$ cat config.mk
export PLATFORM = sky130hd
export DESIGN_NAME = base64_stream_codec_unit
export DESIGN_NICKNAME = d
export VERILOG_FILES = /design/src/hw/rtl/b64sc_pkg.sv /design/src/hw/rtl/base64_stream_codec_unit.sv
export SDC_FILE = /design/constraint.sdc
export NUM_CORES = 1
export LEC_CHECK = 0
export ABC_AREA = 1
export BUFFER_PORTS_ARGS = -buffer_cell sky130_fd_sc_hd__clkbuf_2
export CAP_MARGIN = 20
export CORE_ASPECT_RATIO = 1.4
export CORE_UTILIZATION = 30
export DETAILED_ROUTE_END_ITERATION = 8
export GPL_TIMING_DRIVEN = 0
export PLACE_DENSITY = 0.48
export SETUP_SLACK_MARGIN = 0.1
export SYNTH_ARGS = -nofsm -noshare
export SYNTH_HDL_FRONTEND = slang
export SYNTH_SLANG_ARGS = --single-unit
$ cat constraint.sdc
create_clock -name clk_i -period 6.7 [get_ports clk_i]
set_input_delay 1.34 -clock clk_i [delete_from_list [all_inputs] [get_ports clk_i]]
set_output_delay 1.34 -clock clk_i [all_outputs]
set_load 0.05 [all_outputs]
$ cat src/hw/rtl/b64sc_pkg.sv
// Shared types, codes and alphabet functions for the Base64 stream codec.
package b64sc_pkg;

  localparam logic [1:0] ErrOk      = 2'd0;
  localparam logic [1:0] ErrBadChar = 2'd1;
  localparam logic [1:0] ErrBadPad  = 2'd2;
  localparam logic [1:0] ErrBadLen  = 2'd3;

  localparam logic [7:0] PadChar       = 8'h3d;
  localparam logic [6:0] PadValue      = 7'd64;
  localparam logic [6:0] NotInAlphabet = 7'd65;

  localparam int unsigned MaxResults = 4;
  localparam int unsigned CountW     = $clog2(MaxResults + 1);

  typedef struct packed {
    logic [7:0] out_byte;
    logic       run_last;
    logic       msg_end;
    logic [1:0] error_code;
  } res_t;

  function automatic logic [7:0] sextet_char(input logic [5:0] s);
    logic [7:0] c;
    if (s < 6'd26) begin
      c = 8'h41 + {2'b00, s};
    end else if (s < 6'd52) begin
      c = 8'h61 + {2'b00, s - 6'd26};
    end else if (s < 6'd62) begin
      c = 8'h30 + {2'b00, s - 6'd52};
    end else if (s == 6'd62) begin
      c = 8'h2b;
    end else begin
      c = 8'h2f;
    end
    return c;
  endfunction

  function automatic logic [6:0] char_sextet(input logic [7:0] c);
    logic [6:0] v;
    if (c >= 8'h41 && c <= 8'h5a) begin
      v = 7'(c - 8'h41);
    end else if (c >= 8'h61 && c <= 8'h7a) begin
      v = 7'(c - 8'h61 + 8'd26);
    end else if (c >= 8'h30 && c <= 8'h39) begin
      v = 7'(c - 8'h30 + 8'd52);
    end else if (c == 8'h2b) begin
      v = 7'd62;
    end else if (c == 8'h2f) begin
      v = 7'd63;
    end else if (c == PadChar) begin
      v = PadValue;
    end else begin
      v = NotInAlphabet;
    end
    return v;
  endfunction

endpackage

$ cat src/hw/rtl/base64_stream_codec_unit.sv
// Base64 stream codec: encoder and decoder with a shared group register.
//
// Channel | Dir | tdata             | tlast    | tuser
// s_axis  | in  | [7:0] data_byte   | msg_last | -
// m_axis  | out | [7:0] out_byte    | msg_end  | [0] run_last, [2:1] error_code
// cfg     | in  | [0] direction     | -        | -
//
// An input word is taken into the input register in any cycle that register is free, and
// is processed combinationally and registered into the result buffer once that buffer is
// empty or drains its last result. Results leave one per cycle while the output is ready.
// Reset clears the direction (encode), the group state and both buffers.
// A stalled output holds its result; one further input word waits in the input register.
module base64_stream_codec_unit (
  input  logic       clk_i,
  input  logic       rst_ni,
  input  logic       cfg_we_i,
  input  logic       cfg_wdata_i,      // [0] direction
  input  logic       s_axis_tvalid_i,
  output logic       s_axis_tready_o,
  input  logic [7:0] s_axis_tdata_i,   // [7:0] data_byte
  input  logic       s_axis_tlast_i,   // msg_last
  output logic       m_axis_tvalid_o,
  input  logic       m_axis_tready_i,
  output logic [7:0] m_axis_tdata_o,   // [7:0] out_byte
  output logic       m_axis_tlast_o,   // msg_end
  output logic [2:0] m_axis_tuser_o    // [0] run_last, [2:1] error_code
);
  import b64sc_pkg::*;

  logic              dir_q;
  logic [1:0]        cnt_q, cnt_d;
  logic [23:0]       hold_q, hold_d;
  logic              disc_q, disc_d;

  logic              in_valid_q;
  logic [7:0]        in_data_q;
  logic              in_last_q;

  res_t              buf_q [MaxResults];
  logic [CountW-1:0] rcnt_q;

  res_t              res [MaxResults];
  logic [CountW-1:0] n_res;

  logic              pop, can_load, load, in_take;

  assign pop      = (rcnt_q != '0) && m_axis_tready_i;
  assign can_load = (rcnt_q == '0) || (rcnt_q == CountW'(1) && m_axis_tready_i);
  assign load     = in_valid_q && can_load;
  assign in_take  = s_axis_tvalid_i && s_axis_tready_o;

  assign s_axis_tready_o = !in_valid_q || load;

  // Group logic: one held word against the stored group state.
  always_comb begin
    logic [23:0] enc_hold, bits;
    logic [2:0]  enc_n;
    logic [6:0]  v;
    logic        is_pad, pad2n;
    logic [5:0]  v6;
    logic [17:0] payload_n;
    logic [23:0] all;
    logic [1:0]  npad;
    logic        fail;
    logic [1:0]  fcode;

    cnt_d  = cnt_q;
    hold_d = hold_q;
    disc_d = disc_q;
    n_res  = '0;
    for (int k = 0; k < MaxResults; k++) begin
      res[k] = '0;
    end
    enc_hold  = {hold_q[15:0], in_data_q};
    enc_n     = {1'b0, cnt_q} + 3'd1;
    bits      = enc_hold;
    v         = char_sextet(in_data_q);
    is_pad    = (v == PadValue);
    pad2n     = hold_q[23] | (is_pad && cnt_q == 2'd2);
    v6        = is_pad ? 6'd0 : v[5:0];
    payload_n = {hold_q[11:0], v6};
    all       = {hold_q[17:0], v6};
    npad      = {1'b0, is_pad} + {1'b0, hold_q[23]};
    fail      = 1'b0;
    fcode     = ErrOk;

    if (!dir_q) begin
      if (enc_n >= 3'd3 || in_last_q) begin
        case (enc_n)
          3'd1:    bits = {enc_hold[7:0], 16'h0};
          3'd2:    bits = {enc_hold[15:0], 8'h0};
          default: bits = enc_hold;
        endcase
        res[0].out_byte = sextet_char(bits[23:18]);
        res[1].out_byte = sextet_char(bits[17:12]);
        res[2].out_byte = (enc_n >= 3'd2) ? sextet_char(bits[11:6]) : PadChar;
        res[3].out_byte = (enc_n == 3'd3) ? sextet_char(bits[5:0]) : PadChar;
        res[3].run_last = 1'b1;
        res[3].msg_end  = in_last_q;
        n_res  = CountW'(4);
        cnt_d  = '0;
        hold_d = '0;
      end else begin
        cnt_d  = enc_n[1:0];
        hold_d = enc_hold;
      end
    end else if (disc_q) begin
      if (in_last_q) begin
        disc_d = 1'b0;
        cnt_d  = '0;
        hold_d = '0;
      end
    end else if (v == NotInAlphabet) begin
      fail  = 1'b1;
      fcode = ErrBadChar;
    end else if (is_pad && cnt_q < 2'd2) begin
      fail  = 1'b1;
      fcode = ErrBadPad;
    end else if (!is_pad && cnt_q == 2'd3 && hold_q[23]) begin
      fail  = 1'b1;
      fcode = ErrBadPad;
    end else if (cnt_q != 2'd3) begin
      if (in_last_q) begin
        fail  = 1'b1;
        fcode = ErrBadLen;
      end else begin
        cnt_d  = cnt_q + 2'd1;
        hold_d = {pad2n, 5'b0, payload_n};
      end
    end else if (npad != 2'd0 && !in_last_q) begin
      // A padded group must close the message.
      fail  = 1'b1;
      fcode = ErrBadPad;
    end else begin
      res[0].out_byte = all[23:16];
      res[1].out_byte = all[15:8];
      res[2].out_byte = all[7:0];
      case (npad)
        2'd0: begin
          res[2].run_last = 1'b1;
          res[2].msg_end  = in_last_q;
          n_res = CountW'(3);
        end
        2'd1: begin
          res[1].run_last = 1'b1;
          res[1].msg_end  = in_last_q;
          n_res = CountW'(2);
        end
        default: begin
          res[0].run_last = 1'b1;
          res[0].msg_end  = in_last_q;
          n_res = CountW'(1);
        end
      endcase
      cnt_d  = '0;
      hold_d = '0;
    end

    if (fail) begin
      for (int k = 0; k < MaxResults; k++) begin
        res[k] = '0;
      end
      res[0].run_last   = 1'b1;
      res[0].msg_end    = 1'b1;
      res[0].error_code = fcode;
      n_res  = CountW'(1);
      cnt_d  = '0;
      hold_d = '0;
      disc_d = !in_last_q;
    end
  end

  always_ff @(posedge clk_i or negedge rst_ni) begin
    if (!rst_ni) begin
      dir_q      <= 1'b0;
      cnt_q      <= '0;
      hold_q     <= '0;
      disc_q     <= 1'b0;
      in_valid_q <= 1'b0;
      rcnt_q     <= '0;
    end else begin
      if (cfg_we_i) begin
        dir_q  <= cfg_wdata_i;
        cnt_q  <= '0;
        hold_q <= '0;
        disc_q <= 1'b0;
      end else if (load) begin
        cnt_q  <= cnt_d;
        hold_q <= hold_d;
        disc_q <= disc_d;
      end
      if (in_take) begin
        in_valid_q <= 1'b1;
      end else if (load) begin
        in_valid_q <= 1'b0;
      end
      if (load) begin
        rcnt_q <= n_res;
      end else if (pop) begin
        rcnt_q <= rcnt_q - CountW'(1);
      end
    end
  end

  always_ff @(posedge clk_i) begin
    if (in_take) begin
      in_data_q <= s_axis_tdata_i;
      in_last_q <= s_axis_tlast_i;
    end
    if (load) begin
      for (int k = 0; k < MaxResults; k++) begin
        buf_q[k] <= res[k];
      end
    end else if (pop) begin
      for (int k = 0; k < MaxResults - 1; k++) begin
        buf_q[k] <= buf_q[k+1];
      end
    end
  end

  assign m_axis_tvalid_o = (rcnt_q != '0);
  assign m_axis_tdata_o  = buf_q[0].out_byte;
  assign m_axis_tlast_o  = buf_q[0].msg_end;
  assign m_axis_tuser_o  = {buf_q[0].error_code, buf_q[0].run_last};

`ifndef ASSERT_OFF
  // The result buffer never holds more than one word's results.
  a_rcnt_range: assert property (@(posedge clk_i) disable iff (!rst_ni)
    rcnt_q <= CountW'(MaxResults))
    else $error("result count out of range");

  // An error result always closes both the word's run and the message.
  a_err_closes: assert property (@(posedge clk_i) disable iff (!rst_ni)
    m_axis_tvalid_o && m_axis_tuser_o[2:1] != ErrOk |-> m_axis_tlast_o && m_axis_tuser_o[0])
    else $error("error result without run and message end");

  // The encoder never reports an error.
  a_enc_no_err: assert property (@(posedge clk_i) disable iff (!rst_ni)
    m_axis_tvalid_o && !dir_q |-> m_axis_tuser_o[2:1] == ErrOk)
    else $error("error code in encode mode");

  // Only the final result of a run may be taken as the run's end.
  a_run_last_pos: assert property (@(posedge clk_i) disable iff (!rst_ni)
    m_axis_tvalid_o && m_axis_tuser_o[0] |-> rcnt_q == CountW'(1))
    else $error("run end before the last buffered result");
`endif

endmodule

==> reports/metrics.cfg, run 1 <==
[run_status]
outcome=complete, no violations

[setup_path]
critPathArrivalTime_ns=4.81
timing_worst_setup_path_type=reg -> reg
worst_case_reg_to_reg_path_depth=21
setup.worst_path.start_class=register
worst-path-max-fanout=10
regToRegEndpoint=buf_q[0][17]$_DFFE_PP_
critical_path.reg2reg.startpoint=in_data_q[2]$_DFFE_PP_
worst_setup_path_end_kind=register
critPathRequiredTime_ns=6.92
setup.reg_to_reg.worst_slack_ns=2.11
crit_path_start=in_data_q[2]$_DFFE_PP_
timing.critical_path.to=buf_q[0][17]$_DFFE_PP_

[floorplanning]
coreArea_sq_um=23500
die_height_microns=186
chipWidth_microns=133
initial_utilization_pct=30.8
rows=66
num_io_pins=29
die_area_sq_um=24700

[drt]
routed-wl-met2_microns=12100
met1Wirelength_microns=9400
routed_wirelength_microns=23500
overall_via_count_from_detail_route=6953
viasPerCell=5.05
dr.max_layer_used=met4
postRouteAntennaNets=0
drt_pass1_iterations=5
initialDrtViolationCount=492
met3RoutedLength_microns=769
routed_wire_length_per_instance_microns=17.1
drcViolationCount=0

[cts]
cts-root-buf=clkbuf_16
post_cts.resized_instances=0
cts.htree.levels=3
total_number_of_clock_tree_sinks=78
tritoncts=built
path_clk_slew_ns=0.07
cts_hold_repair.buffers=0
clock_latency_of_the_later_clocked_register_in_the_worst_skew_pair_ns=0.35
max-clock-path-buffers=2
tritoncts.num_buffers=9
postCtsSetupRepairBufs=0

[synthesis]
ys_seq_area_share_pct=30.6
yosys_top_cell_by_area=edfxtp_1
synth_edf_count=51
synth.area.top_cells=edfxtp_1 21%, nand2_1 15%, ha_1 10%, dfrtp_1 9.4%, inv_1 5.6%
yosysWarnings=0
synth.ff_latch_count=78
postSynthNetCount=1100
synthesis.instances=1025
synth.distinct_cells=44
synth.cell_area_sq_um=7220
postSynth.asyncResetShare_pct=34.6
syn-mean-instance-area_sq_um=7.04
synth_common_cells=295 x nand2_1, 107 x inv_1, 75 x nand3_1, 75 x nor2_1, 60 x ha_1
post-synth-top-count-cell=nand2_1
synth_top_area_share_pct=21.2
ys_dominant_reg_cell=edfxtp_1

[placed_design]
placement.io_buffers=28
place.gp.congestion=0.914
detailed_place_hpwl_microns=18500
placedInstanceArea_sq_um=7790

[timing]
finalSetupTns_ns=0
finalCriticalPeriod_ns=4.59
min_period_over_period_pct=68.5
timing_worst_slew_pin_value_ns=0.889
fin_worst_hold_slack_ns=0.496
rsz0062_at_grt=no
timing.max_slew.rel_slack_pct=40.8
finClkSkew_ns=0.00760
finish_stage_setup_viols=0
max_freq_mhz=218
slew_viol_final=0
finalHoldViolCount=0

[finish]
regArea_sq_um=2210
design_area_sq_um=8090
total_of_fill_cells_in_the_finished_design=2590
antenna_cells=0
final_nets=1141
multi_input_comb_area_sq_um=4340
area.growth.synth_to_final_pct=12.2
final_layout_size_suffix_gt1_share_pct=10.1

[grt]
first_global_vias=6931
number_of_antenna_violations_at_the_first_check_in_global_routing=0
globalRoute.totalOverflow=0
grt_start_max_net_pins=28
first_pass_grt_wire_length_microns=37100
grt_util_all_layers_pct=19.8

[power]
p_per_area_nw_per_um2=466
power.ir.vdd_worst_mv=0.145
p_leak_nw=3.71

[worst_hold_path]
hp-class=reg -> reg

[job]
maxcap_violations=0

==> flip-flops by register name, indices dropped and copies added (netlist names) <==
name	cells
buf_q	42
cnt_q	2
dir_q	1
disc_q	1
hold_q	19
in_data_q	8
in_last_q	1
in_valid_q	1
rcnt_q	3
==> placed cells by master (no fill, tap or decap), types with 4 or more instances in the layout <==
cell type / synthesis / final
nand2_1: 295 / 295
inv_1: 107 / 107
nor2_1: 75 / 75
nand3_1: 75 / 75
ha_1: 60 / 60
o21ai_0: 56 / 55
edfxtp_1: 51 / 51
a21oi_1: 45 / 45
nand4_1: 35 / 35
clkbuf_2: 0 / 28
dfrtp_1: 27 / 27
xor2_1: 23 / 23
clkbuf_1: 20 / 20
o22ai_1: 17 / 17
nor3_1: 17 / 17
buf_4: 14 / 14
a31oi_1: 12 / 12
o211ai_1: 11 / 11
clkbuf_16: 0 / 9
nor2_2: 8 / 8
inv_2: 7 / 7
buf_2: 7 / 7
o21ai_1: 7 / 7
xnor2_1: 6 / 6
clkinv_1: 5 / 5
nand2_2: 5 / 5
nor2_4: 5 / 5
nand3b_1: 4 / 4
a211oi_1: 4 / 4
==> final cells by class <==
class,instances,area share [%]
Tap cell,306,4.73
Clock inverter,7,0.989
Sequential cell,78,27.3
Timing Repair Buffer,30,2.21
Multi-Input combinational cell,785,53.6
Inverter,119,5.52
Clock buffer,9,2.78
Buffer,43,2.94
==> per-layer routing <==
layer,up-vias,track usage [%]
met5,-,0
met4,0,12.2
met3,56,2.15
met2,174,36.8
met1,3233,21.4
li1,3490,-
==> worst max-delay path: stages (launching register included) <==
cell      delay [ns]
edfxtp_1        0.42
buf_2           0.21
inv_1           0.36
ha_1            0.32
inv_1           0.06
nand2_1         0.09
nand3_1         0.16
nand2_2         0.14
nand3_1         0.09
nand2_1         0.09
nand2_1         0.07
nor2_2          0.22
nor2_2          0.10
nand3_4         0.12
ha_1            0.17
nor2_1          0.11
nor3_1          0.42
clkbuf_1        0.51
nand3_1         0.13
o21ai_0         0.50
nand2_1         0.11
nand2_1         0.08
==> worst min-delay path by stage <==
| stage | from | endpoint | slack [ns] | depth (start not counted) |
|---|---|---|---|---|
| after floorplan | hold_q[16]$_DFFE_PN0P_ | hold_q[16]$_DFFE_PN0P_ | 0.45 | 2 |
| after global placement | hold_q[16]$_DFFE_PN0P_ | hold_q[16]$_DFFE_PN0P_ | 0.47 | 2 |
| after detailed placement | hold_q[17]$_DFFE_PN0P_ | hold_q[17]$_DFFE_PN0P_ | 0.47 | 2 |
| after CTS | hold_q[17]$_DFFE_PN0P_ | hold_q[17]$_DFFE_PN0P_ | 0.49 | 2 |
| after global routing | hold_q[16]$_DFFE_PN0P_ | hold_q[16]$_DFFE_PN0P_ | 0.53 | 2 |
| final | hold_q[16]$_DFFE_PN0P_ | hold_q[16]$_DFFE_PN0P_ | 0.50 | 2 |
==> stage by stage <==
stage | cells | setup WS, ns | utilization (%) | power [mW]
finish | 1377 | 2.11 | 34.5 | 3.77
detailed placement | 1361 | 2.24 | 33.2 | 3.26
global placement | 1359 | 1.36 | 33.0 | 3.24
floorplan | 1025 | 2.46 | - | 2.58
CTS | 1377 | 2.21 | 34.5 | 3.79
global route | 1377 | 1.83 | 34.5 | 4.11
==> power by group <==
group | total [mW] | switching [mW] | leakage, nW | internal, mW
clock | 0.513 | 0.219 | 0.148 | 0.294
combinational | 2.40 | 1.68 | 2.71 | 0.722
sequential | 0.859 | 0.108 | 0.859 | 0.751
==> logic make-up after synthesis <==
kind of cell               count (synthesis)  share of synthesized area [%]
AOI/OAI and AO/OA                        164                           13.2
xor gates and xnor gates                  29                           3.52
adders and majority gates                 60                           10.4
buffers and inverters                    162                           9.49
DFF                                       78                           30.6
and+or+nand+nor                          532                           32.8
Note: power is estimated with default switching activity, not from simulation.
==> run 2, diff against run 1 <==
==> constraint.sdc (replaced) <==
create_clock -name clk_i -period 4.4 [get_ports clk_i]
set_input_delay 0.88 -clock clk_i [delete_from_list [all_inputs] [get_ports clk_i]]
set_output_delay 0.88 -clock clk_i [all_outputs]
set_load 0.05 [all_outputs]
==> reports/metrics.cfg, run 2 (synthesis results as in run 1) <==
[timing]
slew_viol_final=0
fin_worst_hold_slack_ns=0.497
max_freq_mhz=250
min_period_over_period_pct=90.8
timing.max_slew.rel_slack_pct=42.2
finalHoldViolCount=0
finalCriticalPeriod_ns=4.00
rsz0062_at_grt=no
timing_worst_slew_pin_value_ns=0.867
finClkSkew_ns=0.0107
finish_stage_setup_viols=0

[placed_design]
detailed_place_hpwl_microns=18500
placedInstanceArea_sq_um=7790
dp.cells=1361
placement.io_buffers=28
place.gp.congestion=0.914

[power]
p_per_area_nw_per_um2=709
part_of_the_total_power_dissipated_in_the_clock_network_pct=13.5
power.switching_fraction_pct=53.1
switchingPower_mw=3.07
comb_power_share_pct=63.8
flop_pwr_share_pct=22.7
p_int_mw=2.71
power.ir.vdd_worst_mv=0.223
totalPowerFinal_mw=5.77
p_leak_nw=3.73

[setup_path]
crit_chain=buf_2, clkinvlp_4, buf_4, ha_1, nand2_1, nand2_1, nor2_1, nor2_4, nand2_1, nand2_1, nand2_1, nand2_2, nor2_4, nand3_4, ha_1, nor2_2, nor3_2, inv_1, nor2_1, inv_1, nor2_1, a32oi_2, o21ai_0
worst_case_reg_to_reg_path_depth=23
worst-path-max-fanout=8
critPathArrivalTime_ns=4.08
path_depth=23
critPathRequiredTime_ns=4.48
cpMostUsedCell=nand2_1
worst-path-buf-inv=5
timing_worst_setup_path_type=reg -> reg
setup.worst_path.start_class=register
cpPeakStageDelay_ns=0.38
worst_setup_path_end_kind=register
crit_slowest_cell=edfxtp_1
critPathTopFamily=simple AND/OR/NAND/NOR gates

[finish]
non_filler_instance_count_after_layout=1380
layout.cells.most_common=nand2_1
layout_common_cells=295 x nand2_1, 105 x inv_1, 75 x nand3_1
largest_register=buf_q
largest_register_ffs=42
design_area_sq_um=8150
biggest_regs=buf_q x42, hold_q x19, in_data_q x8
total_of_fill_cells_in_the_finished_design=2585
final_layout_size_suffix_gt1_share_pct=11.2
antenna_cells=0
area.growth.synth_to_final_pct=12.9
final_nets=1144

[grt]
first_pass_grt_wire_length_microns=37100
first_global_vias=6932
grt_util_all_layers_pct=19.8
grt_start_max_net_pins=28
globalRoute.totalOverflow=0
number_of_antenna_violations_at_the_first_check_in_global_routing=0

[job]
maxcap_violations=0

[drt]
postRouteAntennaNets=0
overall_via_count_from_detail_route=6920
drcViolationCount=0
initialDrtViolationCount=481
drt_pass1_iterations=5
routed_wirelength_microns=23600
routed_wire_length_per_instance_microns=17.1
viasPerCell=5.01

[floorplanning]
chipWidth_microns=133
num_io_pins=29
coreArea_sq_um=23500
initial_utilization_pct=30.8
rows=66
die_height_microns=186
die_area_sq_um=24700

[worst_hold_path]
whs_path_depth=2
hp-class=reg -> reg

[run_status]
outcome=complete, no violations

[cts]
path_clk_slew_ns=0.07
tritoncts=built
cts_hold_repair.buffers=0
cts-root-buf=clkbuf_16
clock_latency_of_the_later_clocked_register_in_the_worst_skew_pair_ns=0.35
max-clock-path-buffers=2
total_number_of_clock_tree_sinks=78
tritoncts.num_buffers=9
cts.htree.levels=3

==> run 2: routing by layer <==
layer	global-route usage, %	vias to the layer above	wire (microns)
met2	36.8	158	12100
met4	12.1	0	1300
met3	2.15	57	762
li1	-	3500	-
met1	21.4	3205	9450
met5	0	-	0
==> run 2: metrics by stage <==
step	worst slack, ns	utilization [%]	setup TNS, ns
floorplan	0.161	-	0
global placement	-0.937	33.0	-14.07
detailed placement	-0.0613	33.2	-0.114
CTS	0.127	34.6	0
global route	0.128	34.7	0
finish	0.403	34.7	0
==> run 2: what timing repair did <==
item,in CTS,in global routing
pin swaps,0,0
endpoints found under the setup margin,11,25
resized for setup,3,9
buffers inserted,0,3
==> run 2: layout make-up <==
type / count / area (sq um) / area share (%)
multi-input cells: 785 / 4360 / 53.5
well taps: 306 / 383 / 4.70
repair buffers: 33 / 201 / 2.47
clock inverters: 7 / 80.1 / 0.983
inverters: 119 / 450 / 5.53
flip-flops and latches: 78 / 2210 / 27.1
clock buffers: 9 / 225 / 2.76
plain buffers: 43 / 240 / 2.95
==> run 2: power groups by stage <==
stage / registers (mW) / logic (mW) / clock network, mW
4_1_cts: 1.31 / 3.67 / 0.801
6_report: 1.31 / 3.68 / 0.781
3_3_place_gp: 1.34 / 3.60 / 0
5_1_grt: 1.34 / 4.12 / 0.823
3_5_place_dp: 1.32 / 3.64 / 0
2_1_floorplan: 1.30 / 2.64 / 0
==> run 2: worst register-to-register path, cell delays in order, from the launching register on <==
cell and delay [ns]:
edfxtp_1 0.38, buf_2 0.24, clkinvlp_4 0.18, buf_4 0.17
ha_1 0.22, nand2_1 0.09, nand2_1 0.08, nor2_1 0.18
nor2_4 0.08, nand2_1 0.13, nand2_1 0.07, nand2_1 0.11
nand2_2 0.09, nor2_4 0.16, nand3_4 0.12, ha_1 0.24
nor2_2 0.25, nor3_2 0.12, inv_1 0.09, nor2_1 0.05
inv_1 0.12, nor2_1 0.10, a32oi_2 0.32, o21ai_0 0.14
==> run 2: worst paths after layout <==
kind | from | slack [ns] | to
worst max-delay path | in_data_q[2]$_DFFE_PP_ | 0.40 | buf_q[0][29]$_DFFE_PP_
worst min-delay path | hold_q[16]$_DFFE_PN0P_ | 0.50 | hold_q[16]$_DFFE_PN0P_
worst max register to register | in_data_q[2]$_DFFE_PP_ | 0.40 | buf_q[0][29]$_DFFE_PP_
worst min register to register | hold_q[16]$_DFFE_PN0P_ | 0.50 | hold_q[16]$_DFFE_PN0P_
max in group asynchronous | rst_ni | 3.22 | cnt_q[1]$_DFFE_PN0P_
min in group asynchronous | rst_ni | 0.64 | rcnt_q[1]$_DFFE_PN0P_
==> run 3, diff against run 2 <==
--- a/config.mk
+++ b/config.mk
@@ -6,12 +6,11 @@
 export NUM_CORES = 1
 export LEC_CHECK = 0
 export ABC_AREA = 1
-export BUFFER_PORTS_ARGS = -buffer_cell sky130_fd_sc_hd__clkbuf_2
+export BUFFER_PORTS_ARGS = -buffer_cell sky130_fd_sc_hd__buf_2
 export CAP_MARGIN = 20
 export CORE_ASPECT_RATIO = 1.4
 export CORE_UTILIZATION = 30
 export DETAILED_ROUTE_END_ITERATION = 8
-export GPL_TIMING_DRIVEN = 0
 export PLACE_DENSITY = 0.48
 export SETUP_SLACK_MARGIN = 0.1
 export SYNTH_ARGS = -nofsm -noshare
==> reports/metrics.cfg, run 3 (synthesis results as in run 1) <==
[run_status]
outcome=complete, no violations

[setup_path]
worst-path-buf-inv=5
worst_setup_path_end_kind=register
timing.critical_path.to=buf_q[0][29]$_DFFE_PP_
cpMostUsedCell=inv_1
crit_slowest_cell=edfxtp_1
crit_chain=buf_4, ha_1, inv_1, nand2_1, nand3_1, nand2_2, nand2_1, o21ai_1, nand3_1, nor2_2, nand3_4, ha_1, nor2_4, nor3_1, inv_1, nor2_1, buf_4, inv_1, nor2_1, a32oi_1, o21ai_0
critPathRequiredTime_ns=4.48
regToRegEndpoint=buf_q[0][29]$_DFFE_PP_
worst_case_reg_to_reg_path_depth=21
critical_path.reg2reg.startpoint=in_data_q[2]$_DFFE_PP_
worst-path-max-fanout=9
setup.reg_to_reg.worst_slack_ns=0.32
cpPeakStageDelay_ns=0.44
setup.worst_path.start_class=register
path_depth=21
critPathTopFamily=simple AND/OR/NAND/NOR gates
timing_worst_setup_path_type=reg -> reg
critPathArrivalTime_ns=4.16
crit_path_start=in_data_q[2]$_DFFE_PP_

[timing]
finish_stage_setup_viols=0
timing_worst_slew_pin_value_ns=0.980
finalCriticalPeriod_ns=4.08
finClkSkew_ns=0.0107
rsz0062_at_grt=no
min_period_over_period_pct=92.8
slew_viol_final=0
timing.max_slew.rel_slack_pct=34.4
finalHoldViolCount=0
max_freq_mhz=245

[grt]
grt_start_max_net_pins=35
grt_util_met3_pct=1.77
grt_use_met2_pct=38.3
globalRoute.totalOverflow=0
first_global_vias=6909
first_pass_grt_wire_length_microns=38100
busiest_layer=met2
number_of_antenna_violations_at_the_first_check_in_global_routing=0
met1_usage_pct=22.7
grt_util_all_layers_pct=20.3

[finish]
layout.cells.most_common=nand2_1
biggest_regs=buf_q x42, hold_q x19, in_data_q x8
area.growth.synth_to_final_pct=11.4
final_nets=1122
largest_register=buf_q
final_core_utilization_pct=34.3
layout_common_cells=294 x nand2_1, 106 x inv_1, 75 x nand3_1
antenna_cells=0
final_layout_size_suffix_gt1_share_pct=10.9
largest_register_ffs=42

[power]
p_per_area_nw_per_um2=717
totalPowerFinal_mw=5.76
p_leak_nw=3.68
power.ir.vdd_worst_mv=0.240

[floorplanning]
coreArea_sq_um=23500
die_height_microns=186
die_area_sq_um=24700
chipWidth_microns=133
rows=66
initial_utilization_pct=30.8
num_io_pins=29

[drt]
drcViolationCount=0
postRouteAntennaNets=0
overall_via_count_from_detail_route=6894
routed_wire_length_per_instance_microns=17.9
drt_pass1_iterations=5
viasPerCell=5.08
initialDrtViolationCount=487
routed_wirelength_microns=24300

[cts]
cts.htree.levels=3
path_clk_slew_ns=0.07
tritoncts.num_buffers=9
total_number_of_clock_tree_sinks=78
tritoncts=built
clock_latency_of_the_later_clocked_register_in_the_worst_skew_pair_ns=0.36
cts-root-buf=clkbuf_16
max-clock-path-buffers=2
cts_hold_repair.buffers=0

[worst_hold_path]
hp-class=reg -> reg
min-delay-start=hold_q[17]$_DFFE_PN0P_

[placed_design]
place.gp.congestion=0.880
placement.io_buffers=28
detailed_place_hpwl_microns=18300

[job]
maxcap_violations=0

## run 3: worst min path at each step
stage                             endpoint  slack (ns)  cells past startpoint
detailed placement  hold_q[17]$_DFFE_PN0P_        0.47                      2
CTS                 hold_q[17]$_DFFE_PN0P_        0.49                      2
floorplan           hold_q[16]$_DFFE_PN0P_        0.45                      2
finish              hold_q[17]$_DFFE_PN0P_        0.49                      2
global placement    hold_q[17]$_DFFE_PN0P_        0.47                      2
global route        hold_q[16]$_DFFE_PN0P_        0.52                      2
## run 3: final cells by class
class	instances	area, sq um
multi-input cells	785	4360
inverters	119	450
clock buffers	9	225
well taps	306	383
flip-flops and latches	78	2210
repair buffers	54	335
fillers	2611	15400
clock inverters	7	80.1
## run 3: timing repair
item	in CTS	in global routing
setup endpoints to repair	3	5
buffers inserted	1	4
resized for setup	2	4
## run 3: worst reg2reg max path: stages (launching register included)
cell and delay (ns):
edfxtp_1 0.44, buf_4 0.22, ha_1 0.16, inv_1 0.10, nand2_1 0.10, nand3_1 0.17
nand2_2 0.16, nand2_1 0.14, o21ai_1 0.12, nand3_1 0.20, nor2_2 0.26, nand3_4 0.14
ha_1 0.26, nor2_4 0.19, nor3_1 0.09, inv_1 0.15, nor2_1 0.07, buf_4 0.18
inv_1 0.13, nor2_1 0.07, a32oi_1 0.30, o21ai_0 0.17
## run 3: metal layers
| metal | wire length (microns) | share of wire [%] |
|---|---|---|
| met5 | 0 | 0 |
| met1 | 9810 | 40 |
| met2 | 12700 | 52 |
| met4 | 912 | 3.8 |
| met3 | 872 | 3.6 |
## run 3: stage by stage
step	cells	hold slack [ns]	setup TNS [ns]	setup WS, ns	instance area, sq um
detailed placement	1337	0.471	-0.239	-0.239	7680
global placement	1337	0.466	-0.277	-0.277	7680
CTS	1354	0.489	0	0.156	8000
global route	1358	0.518	0	0.110	8040
floorplan	1025	0.450	0	0.161	7220
finish	1358	0.486	0	0.319	8040
## run 3: report_power, final
part           internal [mW]  switching, mW  total [mW]  leakage (nW)
Clock                  0.448          0.355       0.803         0.148
Sequential              1.14          0.175        1.32         0.859
Combinational           1.05           2.58        3.64          2.68
Total                   2.65           3.11        5.76          3.68
